## config.mk

```make
export PLATFORM = sky130hd
export DESIGN_NAME = buzzer_pattern_tone_generator_flat
export DESIGN_NICKNAME = d
export VERILOG_FILES = /design/src/sv/bptg_pkg.sv /design/src/sv/bptg_if.sv /design/src/sv/buzzer_pattern_tone_generator.sv /design/src/flat_wrapper.sv
export SDC_FILE = /design/constraint.sdc
export NUM_CORES = 1
export LEC_CHECK = 0
export BUFFER_PORTS_ARGS = -buffer_cell sky130_fd_sc_hd__buf_2
export CAP_MARGIN = 30
export CORE_ASPECT_RATIO = 0.9
export CORE_MARGIN = 8
export CORE_UTILIZATION = 55
export DETAILED_ROUTE_END_ITERATION = 8
export PLACE_DENSITY = 0.73
export SYNTH_ARGS = -nofsm -noshare
export SYNTH_HDL_FRONTEND = slang
export SYNTH_SLANG_ARGS = --single-unit
```

## constraint.sdc

```tcl
create_clock -name clk_i -period 7.92 [get_ports clk_i]
set_clock_uncertainty 0.1 [all_clocks]
set_input_delay 1.188 -clock clk_i [delete_from_list [all_inputs] [get_ports clk_i]]
set_output_delay 1.188 -clock clk_i [all_outputs]
set_load 0.01 [all_outputs]
```

## src/sv/bptg_pkg.sv

```systemverilog
// Shared types, widths and the tone interval table for the buzzer tone generator.
// No dependencies.
package bptg_pkg;

  localparam int unsigned TICKS_PER_MS = 16000;
  localparam int unsigned DurW  = 16;
  localparam int unsigned RemW  = 30;
  localparam int unsigned IdxW  = 4;
  localparam int unsigned CntW  = 14;
  localparam int unsigned IntW  = 11;
  localparam int unsigned VolW  = 2;
  localparam int unsigned Row0Len = 12;

  typedef enum logic [0:0] {
    CMD_TICK  = 1'b0,
    CMD_START = 1'b1
  } cmd_e;

  typedef struct packed {
    logic            pin_level;
    logic            output_enabled;
    logic            compare_event;
    logic [RemW-1:0] remaining_ticks;
  } result_t;

  typedef logic [IntW-1:0] tone_row_t [16];

  localparam tone_row_t TONE_ROW0 = '{
    11'd500, 11'd500, 11'd853, 11'd146, 11'd1853, 11'd146, 11'd500, 11'd500,
    11'd146, 11'd1853, 11'd146, 11'd853, 11'd0, 11'd0, 11'd0, 11'd0};
  localparam tone_row_t TONE_ROW1 = '{
    11'd500, 11'd500, 11'd782, 11'd217, 11'd900, 11'd100, 11'd782, 11'd217,
    11'd500, 11'd500, 11'd217, 11'd782, 11'd100, 11'd900, 11'd217, 11'd782};
  localparam tone_row_t TONE_ROW2 = '{
    11'd500, 11'd500, 11'd676, 11'd323, 11'd750, 11'd250, 11'd676, 11'd323,
    11'd500, 11'd500, 11'd323, 11'd676, 11'd250, 11'd750, 11'd323, 11'd676};

  // volume 3 shares the loudest row
  function automatic logic [IntW-1:0] tone_interval(input logic [VolW-1:0] vol,
                                                    input logic [IdxW-1:0] idx);
    logic [IntW-1:0] val;
    case (vol)
      2'd0:    val = TONE_ROW0[idx];
      2'd1:    val = TONE_ROW1[idx];
      default: val = TONE_ROW2[idx];
    endcase
    return val;
  endfunction

endpackage

```

## src/sv/bptg_if.sv

```systemverilog
// Valid/ready channel interfaces for the buzzer tone generator: command in, result out.
// Depends on bptg_pkg.
interface bptg_in_if import bptg_pkg::*; ();
  logic            valid;
  logic            ready;
  logic            command;
  logic [DurW-1:0] duration_ms;

  modport source(output valid, command, duration_ms, input ready);
  modport sink(input valid, command, duration_ms, output ready);
endinterface

interface bptg_out_if import bptg_pkg::*; ();
  logic            valid;
  logic            ready;
  logic            pin_level;
  logic            output_enabled;
  logic            compare_event;
  logic [RemW-1:0] remaining_ticks;

  modport source(output valid, pin_level, output_enabled, compare_event, remaining_ticks,
                 input ready);
  modport sink(input valid, pin_level, output_enabled, compare_event, remaining_ticks,
               output ready);
endinterface

```

## src/sv/buzzer_pattern_tone_generator.sv

```systemverilog
// Buzzer tone generator top level: tick/start handling, tone table stepping, output buffer.
// Depends on bptg_pkg and the channel interfaces in bptg_if.sv.
//
//   channel   dir  handshake            payload
//   in_ch     in   valid/ready          command, duration_ms
//   out_ch    out  valid/ready          pin_level, output_enabled, compare_event,
//                                       remaining_ticks
//   cfg       in   cfg_we_i             cfg_wdata_i (volume)
//
// One item per cycle while in_ch is ready; each result is registered into the output register,
// or into the skid entry while the output register holds a stalled result.
// A two-entry output buffer (output register plus skid) keeps in_ch open while one
// result waits; in_ch stalls only when both entries are full.
// Reset: countdown loads TICKS_PER_MS, the other state and both buffer valid flags clear, driver disabled.
module buzzer_pattern_tone_generator import bptg_pkg::*; (
  input  logic            clk_i,
  input  logic            rst_ni,
  bptg_in_if.sink         in_ch,
  bptg_out_if.source      out_ch,
  input  logic            cfg_we_i,
  input  logic [VolW-1:0] cfg_wdata_i
);

  logic [VolW-1:0] vol_q;
  logic [RemW-1:0] rem_q, rem_d;
  logic [IdxW-1:0] idx_q, idx_d, idx_nxt;
  logic [CntW-1:0] cnt_q, cnt_d;
  logic            pin_q, pin_d;
  logic            drv_q, drv_d;
  logic            evt;

  logic            push, pop, start, expire;
  logic [IntW-1:0] step;
  logic [IdxW:0]   idx_inc;
  logic [RemW-1:0] rem_sub, prod;
  result_t         res;

  result_t         main_q, main_d, skid_q, skid_d;
  logic            main_vld_q, main_vld_d, skid_vld_q, skid_vld_d;

  assign push   = in_ch.valid && in_ch.ready;
  assign pop    = out_ch.valid && out_ch.ready;
  assign start  = (in_ch.command == CMD_START);
  assign expire = (cnt_q <= CntW'(1));
  assign step   = tone_interval(vol_q, idx_q);

  assign idx_inc = {1'b0, idx_q} + (IdxW+1)'(1);
  always_comb begin
    if (vol_q == '0) begin
      idx_nxt = (idx_inc >= (IdxW+1)'(Row0Len)) ? IdxW'(idx_inc - (IdxW+1)'(Row0Len))
                                                 : IdxW'(idx_inc);
    end else begin
      idx_nxt = idx_inc[IdxW-1:0];
    end
  end

  assign rem_sub = (rem_q >= RemW'(step)) ? rem_q - RemW'(step) : '0;
  assign prod    = RemW'(in_ch.duration_ms) * RemW'(TICKS_PER_MS);

  always_comb begin
    rem_d = rem_q;
    idx_d = idx_q;
    cnt_d = cnt_q;
    pin_d = pin_q;
    drv_d = drv_q;
    evt   = 1'b0;
    if (push) begin
      if (start) begin
        rem_d = prod;
        drv_d = 1'b1;
      end else if (!expire) begin
        cnt_d = cnt_q - CntW'(1);
      end else begin
        evt   = 1'b1;
        pin_d = ~pin_q;
        if (rem_q != '0) begin
          rem_d = rem_sub;
        end else begin
          drv_d = 1'b0;
        end
        idx_d = idx_nxt;
        cnt_d = CntW'(tone_interval(vol_q, idx_nxt));
      end
    end
  end

  assign res = '{pin_level: pin_d, output_enabled: drv_d, compare_event: evt,
                 remaining_ticks: rem_d};

  // two-entry output buffer; skid only fills while the head is stalled
  always_comb begin
    main_d     = main_q;
    skid_d     = skid_q;
    main_vld_d = main_vld_q;
    skid_vld_d = skid_vld_q;
    if (pop || !main_vld_q) begin
      main_vld_d = skid_vld_q || push;
      if (skid_vld_q) begin
        main_d     = skid_q;
        skid_d     = res;
        skid_vld_d = push;
      end else begin
        main_d     = res;
        skid_vld_d = 1'b0;
      end
    end else if (push) begin
      skid_d     = res;
      skid_vld_d = 1'b1;
    end
  end

  always_ff @(posedge clk_i or negedge rst_ni) begin
    if (!rst_ni) begin
      vol_q      <= '0;
      rem_q      <= '0;
      idx_q      <= '0;
      cnt_q      <= CntW'(TICKS_PER_MS);
      pin_q      <= 1'b0;
      drv_q      <= 1'b0;
      main_vld_q <= 1'b0;
      skid_vld_q <= 1'b0;
    end else begin
      if (cfg_we_i) begin
        vol_q <= cfg_wdata_i;
      end
      rem_q      <= rem_d;
      idx_q      <= idx_d;
      cnt_q      <= cnt_d;
      pin_q      <= pin_d;
      drv_q      <= drv_d;
      main_vld_q <= main_vld_d;
      skid_vld_q <= skid_vld_d;
    end
  end

  always_ff @(posedge clk_i) begin
    main_q <= main_d;
    skid_q <= skid_d;
  end

  assign in_ch.ready            = !skid_vld_q;
  assign out_ch.valid           = main_vld_q;
  assign out_ch.pin_level       = main_q.pin_level;
  assign out_ch.output_enabled  = main_q.output_enabled;
  assign out_ch.compare_event   = main_q.compare_event;
  assign out_ch.remaining_ticks = main_q.remaining_ticks;

  a_skid_behind_head: assert property (@(posedge clk_i) disable iff (!rst_ni)
    skid_vld_q |-> main_vld_q)
    else $error("skid entry valid with empty output register");

  a_start_enables: assert property (@(posedge clk_i) disable iff (!rst_ni)
    (push && start) |=> drv_q)
    else $error("start transfer did not enable the driver");

  a_row0_wrap: assert property (@(posedge clk_i) disable iff (!rst_ni)
    (push && !start && expire && vol_q == '0) |=> (idx_q < IdxW'(Row0Len)))
    else $error("row 0 index not wrapped below twelve");

  a_reload: assert property (@(posedge clk_i) disable iff (!rst_ni)
    (push && !start && expire) |=> (cnt_q == CntW'(tone_interval($past(vol_q), idx_q))))
    else $error("countdown not reloaded from the interval table");

  a_stall_full: assert property (@(posedge clk_i) disable iff (!rst_ni)
    (skid_vld_q && !pop) |=> skid_vld_q)
    else $error("buffered result dropped while output stalled");

endmodule

```

## src/flat_wrapper.sv

```systemverilog
// flat-port wrapper written by rule: the top's interface ports become plain ports
module buzzer_pattern_tone_generator_flat import bptg_pkg::*;
  (clk_i, rst_ni, cfg_we_i, cfg_wdata_i, in_ch_valid, in_ch_command, in_ch_duration_ms, in_ch_ready, out_ch_valid, out_ch_pin_level, out_ch_output_enabled, out_ch_compare_event, out_ch_remaining_ticks, out_ch_ready);
  bptg_in_if in_ch_i ();
  bptg_out_if out_ch_i ();
  input  logic clk_i;
  input  logic rst_ni;
  input  logic cfg_we_i;
  input  logic [VolW-1:0] cfg_wdata_i;
  input wire logic [$bits(in_ch_i.valid)-1:0] in_ch_valid;
  input wire logic [$bits(in_ch_i.command)-1:0] in_ch_command;
  input wire logic [$bits(in_ch_i.duration_ms)-1:0] in_ch_duration_ms;
  output wire logic [$bits(in_ch_i.ready)-1:0] in_ch_ready;
  output wire logic [$bits(out_ch_i.valid)-1:0] out_ch_valid;
  output wire logic [$bits(out_ch_i.pin_level)-1:0] out_ch_pin_level;
  output wire logic [$bits(out_ch_i.output_enabled)-1:0] out_ch_output_enabled;
  output wire logic [$bits(out_ch_i.compare_event)-1:0] out_ch_compare_event;
  output wire logic [$bits(out_ch_i.remaining_ticks)-1:0] out_ch_remaining_ticks;
  input wire logic [$bits(out_ch_i.ready)-1:0] out_ch_ready;
  assign in_ch_i.valid = in_ch_valid;
  assign in_ch_i.command = in_ch_command;
  assign in_ch_i.duration_ms = in_ch_duration_ms;
  assign in_ch_ready = in_ch_i.ready;
  assign out_ch_valid = out_ch_i.valid;
  assign out_ch_pin_level = out_ch_i.pin_level;
  assign out_ch_output_enabled = out_ch_i.output_enabled;
  assign out_ch_compare_event = out_ch_i.compare_event;
  assign out_ch_remaining_ticks = out_ch_i.remaining_ticks;
  assign out_ch_i.ready = out_ch_ready;
  buzzer_pattern_tone_generator u_core (.clk_i(clk_i), .rst_ni(rst_ni), .in_ch(in_ch_i), .out_ch(out_ch_i), .cfg_we_i(cfg_we_i), .cfg_wdata_i(cfg_wdata_i));
endmodule
```

Word-level counts from Yosys, hierarchy flattened
Memory sizes are Yosys's and may differ from the RTL's.
Cells that the tools add are included.
- $lt $le $gt $ge: 5
- multiply operators: 1
- eq/ne operators: 2
- bitwise logic cells: 4
- shift operators: 0
- multiplexer cells: 39
- divide/modulo/power cells: 0
- reductions and logical operators: 12
- add/sub/neg operators: 4
- operators by type and width (kind ; number):
    30-bit 2-to-1 mux ; 5
    11-bit 2-to-1 mux ; 12
    33-bit 2-to-1 mux ; 4
    11-bit one-hot mux with 2 select lines ; 2
    30-bit by 11-bit greater-or-equal comparator with 1-bit output ; 1
    30-bit nonzero test ; 1
    30-bit by 11-bit subtractor with 30-bit output ; 1
    16-bit by 7-bit multiplier with 23-bit output (second input constant) ; 1
    14-bit by 1-bit less-or-equal comparator with 1-bit output (second input constant) ; 1
    14-bit 2-to-1 mux ; 1
    14-bit by 1-bit subtractor with 14-bit output (second input constant) ; 1
    1-bit 2-to-1 mux ; 13
    5-bit greater-or-equal comparator (second input constant) ; 2
    4-bit NOT with 5-bit output ; 2
    4-bit 2-to-1 mux ; 2
    4-bit by 1-bit adder with 5-bit output (second input constant) ; 1
    5-bit by 4-bit greater-or-equal comparator with 1-bit output (second input constant) ; 1
    2-bit AND reduction ; 2
    4-bit subtractor (second input constant) ; 1
    3-bit AND reduction ; 1
    2-bit by 1-bit equality test with 1-bit output (second input constant) ; 1
    1-bit logical AND ; 2
    1-bit logical NOT ; 2
    2-bit logical NOT ; 1
    other kinds (4) ; 6
- register bits: 120
- memories kept: 6
- output and inout port bits: 35
- logic and storage cells: 89
- bits in latches: 0
- input bits: 24
- ROM bits: 1056
- memory bits (writable): 0
- memories (name ; words ; bits a word ; read ports ; clocked after memory_dff ; wr ports ; RTL line ; RTL):
    (name not given) ; 16 ; 11 ; 1 ; 0 ; 0 ; bptg_pkg.sv:44 ; 2'd1: val = TONE_ROW1[idx];
    (name not given) ; 16 ; 11 ; 1 ; 0 ; 0 ; bptg_pkg.sv:45 ; default: val = TONE_ROW2[idx];
    (name not given) ; 16 ; 11 ; 1 ; 0 ; 0 ; bptg_pkg.sv:45 ;
    (name not given) ; 16 ; 11 ; 1 ; 0 ; 0 ; bptg_pkg.sv:43 ; 2'd0: val = TONE_ROW0[idx];
    (name not given) ; 16 ; 11 ; 1 ; 0 ; 0 ; bptg_pkg.sv:44 ;
    (name not given) ; 16 ; 11 ; 1 ; 0 ; 0 ; bptg_pkg.sv:43 ;

Depth between registers and ports, before layout
- depth after elaboration: 13
- depth in mapped cells: 20
- mapped depth without buffers: 19

Least setup slack after synthesis
OpenSTA, ideal clock, no wires.
- kind: input port to flip-flop
- from: input port in_ch_duration_ms[3]
- to: register u_core.skid_q[26] (netlist bit), data pin
- cell stages on the path: 16
- data required time: 7550 ps
- arrival time: 5631 ps
- path buffers: 0
- setup time: 270 ps
- path slack: 1918 ps
- path through: inv_1 -> fa_1 -> fa_1 -> fa_1 -> fa_1 -> inv_1 -> ha_1 -> a21o_1 -> a221oi_1 -> and3b_1 -> o21ai_0 -> a2111oi_0 -> o21bai_1 -> xor2_1 -> a221oi_1 -> nor2_1
- word-level cells in the longest chain between the ends: 5
- elaborated cells between the ends (all ways): 6
- classes of those cells: 1 x mul; 5 x mux
- RTL lines (what ; RTL line ; RTL):
    start: declaration ; flat_wrapper.sv:12 ; input wire logic [$bits(in_ch_i.duration_ms)-1:0] in_ch_duration_ms;
    16-bit by 7-bit multiplier with 23-bit output * ; buzzer_pattern_tone_generator.sv:58 ; assign prod = RemW'(in_ch.duration_ms) * RemW'(TICKS_PER_MS);
    30-bit 2-to-1 mux * ; buzzer_pattern_tone_generator.sv:68 ; if (start) begin
    30-bit 2-to-1 mux * ; buzzer_pattern_tone_generator.sv:67 ; if (push) begin
    named net u_core.rem_d[26] ; buzzer_pattern_tone_generator.sv:25 ; logic [RemW-1:0] rem_q, rem_d;
    33-bit 2-to-1 mux, on equally long branches ; buzzer_pattern_tone_generator.sv:106, buzzer_pattern_tone_generator.sv:98 ;
    33-bit 2-to-1 mux * ; buzzer_pattern_tone_generator.sv:96 ; if (pop || !main_vld_q) begin
    end signal: assignment ; buzzer_pattern_tone_generator.sv:138 ; skid_q <= skid_d;
    end: declaration ; buzzer_pattern_tone_generator.sv:38 ; result_t main_q, main_d, skid_q, skid_d;
Mark *: on every way through the listed nets, which the timed path passes. The rest lies on a longest branch. The select of a mux whose other input is x is not followed.
A chain may end at the register's enable or synchronous reset.

Worst setup path after layout
Same ends and word-level chain as after synthesis.

==> flow_metrics.tcl <==
set metrics [dict create \
    status "finished clean" \
    dr_total_vias 8378 \
    wl_mm 25.3 \
    clockRootBuffer "clkbuf_16" \
    layout_common_cells "136 x nand2_1, 96 x inv_1, 81 x a21oi_1, 81 x o21ai_0, 77 x ha_1" \
    r2r-start "u_core.idx_q[0]" \
    syn_area_sq_mm 0.00989 \
    post-place-ws_ns 1.21 \
    first_pass_iters 5 \
    die_x_microns 157 \
    hp-class "reg -> reg" \
    initialDrtViolationCount 772 \
    clk_pin_slew_ns 0.06 \
    synth.distinct_cells 72 \
    setup_tns_ns 0 \
    post_drt_wl_per_cell_microns 18.4 \
    cp_max_fo 5 \
    setup_ws_ns 1.63 \
    place.gp.congestion 0.885 \
    port_buffers 58 \
    grt_max_degree 55 \
    max_freq_mhz 159 \
    clkLatencyLatePin_ns 0.43 \
    async_flop_share_pct 45.0 \
    tritoncts "yes" \
    min_to "u_core.pin_q" \
    die_h_microns 143 \
    rr_endpoint "u_core.out_ch.remaining_ticks[22]" \
    grtUsageTotal_pct 23.1 \
    drive_gt1_share_pct 12.4 \
    cp.required_ns 7.99 \
    num_antenna_cells 0 \
    start_kind "input pin" \
    postCtsSetupBuffers 0 \
    ctsResizeCount 0 \
    cellPowerDensity_mw_per_mm2 351 \
    cts.sinks 120 \
    slew_headroom_pct 32.2 \
    grt_pass1_vias 7918 \
    coreArea_sq_mm 0.0176 \
    cts_buffer_depth 2 \
    ir_drop_uv 183 \
    synth.avg_cell_area_sq_um 9.20 \
    placementRows 46 \
    fin_util_pct 62.6 \
    detail-route-antenna-nets 0 \
    rsz0062_at_grt "no" \
    synth_edf_count 66 \
    yosys_warnings 0 \
    pin_count 59 \
    drc 0 \
    cap_violations 0 \
    holdBufCountCts 0 \
    critPathTopFamily "adder cells" \
    cpMostUsedCell "fa_1" \
    syn_to_final_growth_pct 11.4 \
    ff2ff_setup_slack_ns 2.53 \
    die_area_sq_mm 0.0225 \
    synth_flop_cell "edfxtp_1" \
    fillers 1503 \
    p_leak_nw 4.79 \
    cp.depth 17 \
    layout_commonest_cell "nand2_1" \
    synthCells 1075 \
    antenna_found_initial 0 \
    end_kind "register" \
    arrival_ns 6.35 \
    start_util_pct 56.2 \
    max_stage_delay_ns 0.61 \
    finalSetupViolCount 0 \
    dpl_cell_area_sq_mm 0.0104 \
    hold_start "u_core.pin_q" \
    final_area_sq_mm 0.0110 \
    cts_buffers 17 \
    synth_nets 1231 \
    critPathKind "in -> reg" \
    layout.nets 1275 \
    fin_total_pwr_mw 3.87 \
    reg2reg_depth 19 \
    overflow 0 \
    crit_buf_inv 3 \
    h-tree-depth 4 \
    timing.final.crit_share_pct 79.4 \
    min_period_ns 6.29 \
    synth_seq_cells 120 \
    dp_hpwl_mm 18.1 \
    via_per_inst 6.11 \
    yosysSeqAreaShare_pct 33.8 \
    whs_path_depth 1 \
    grt_pass1_wl_mm 40.9 \
    crit_slowest_cell "a221oi_1" \
    tightest_slew_ns 1.02 \
    slew_viol_final 0 \
    hold_violations 0 \
    crit_chain "buf_2 -> inv_1 -> fa_1 -> fa_1 -> fa_1 -> fa_1 -> inv_1 -> ha_1 -> a21o_1 -> a221oi_1 -> and3b_1 -> o21ai_0 -> a2111oi_0 -> o21bai_1 -> xor2_1 -> a221oi_1 -> nor2_1" \
]
kinds of logic after synthesis:
kind of cell    share of synthesized area [%]
fa+ha+maj                                20.9
buf+inv                                  5.39
simple gates                             15.7
compound gates                           18.8
mux                                      2.14
xor+xnor                                 3.36
flops                                    33.8
Yosys cell counts, types with 8 or more instances:
master / instances / area share [%]
nand2_1: 136 / 5.2
a21oi_1: 81 / 4.1
nor2_1: 67 / 2.5
a21o_1: 13 / 0.99
fa_1: 55 / 11
edfxtp_1: 66 / 20
inv_1: 96 / 3.6
o211ai_1: 13 / 0.99
nand3_1: 24 / 1.2
o21ai_0: 82 / 4.1
mux2_2: 17 / 1.9
nor4_1: 14 / 0.89
ha_1: 77 / 9.7
xor2_1: 22 / 1.9
nor3_1: 23 / 1.2
a221oi_1: 8 / 0.71
and2_1: 9 / 0.57
dfrtp_1: 48 / 12
xnor2_1: 16 / 1.4
clkbuf_1: 40 / 1.5
or3_1: 12 / 0.76
a31oi_1: 14 / 0.89
a211oi_1: 10 / 0.76
routing by layer:
metal  global-route usage, %  up-vias  routed length [microns]
met5                       0        -                        0
met4                    8.76        0                      680
met3                    5.05       44                     1950
met2                    35.4      365                    11500
met1                    31.5     4035                    11100
li1                        -     3934                        -
metrics by stage:
| stage | hold WS (ns) | cells |
|---|---|---|
| floorplan | 0.354 | 1075 |
| global placement | 0.374 | 1339 |
| detailed placement | 0.378 | 1340 |
| CTS | 0.388 | 1372 |
| global route | 0.428 | 1372 |
| finish | 0.398 | 1372 |
how the worst max path moves through the flow:
stage / slack, ns / from / endpoint
4_1_cts: 1.67 / in_ch_duration_ms[3] / u_core.skid_q[26]
3_3_place_gp: 1.43 / in_ch_duration_ms[3] / u_core.skid_q[26]
5_1_grt: 1.33 / in_ch_duration_ms[3] / u_core.skid_q[26]
2_1_floorplan: 1.92 / in_ch_duration_ms[3] / u_core.skid_q[26]
6_report: 1.63 / in_ch_duration_ms[3] / u_core.skid_q[26]
3_5_place_dp: 1.21 / in_ch_duration_ms[3] / u_core.skid_q[26]
sequential cells by signal, indices dropped and copies added, names as in the netlist:
register	flops
u_core.idx_q	4
u_core.skid_q	33
u_core.out_ch.compare_event	1
u_core.out_ch.remaining_ticks	30
u_core.rem_q	30
u_core.cnt_q	14
u_core.out_ch.valid	1
u_core.out_ch.pin_level	1
u_core.pin_q	1
u_core.out_ch.output_enabled	1
u_core.vol_q	2
u_core.drv_q	1
u_core.skid_vld_q	1
power breakdown:
| group | total (mW) | leakage, nW | switching [mW] | internal (mW) |
|---|---|---|---|---|
| sequential | 1.05 | 1.29 | 0.162 | 0.890 |
| clock | 0.799 | 0.294 | 0.300 | 0.498 |
| combinational | 2.01 | 3.20 | 1.21 | 0.806 |
layout make-up:
cell class	instances	area, sq um	share of cell area (%)
multi-input cells	814	6040	54.8
flip-flops and latches	120	3340	30.3
clock buffers	19	433	3.93
repair buffers	70	380	3.45
inverters	96	360	3.27
well taps	240	300	2.72
clock inverters	13	171	1.56
Power figures use the tool's default switching activity.
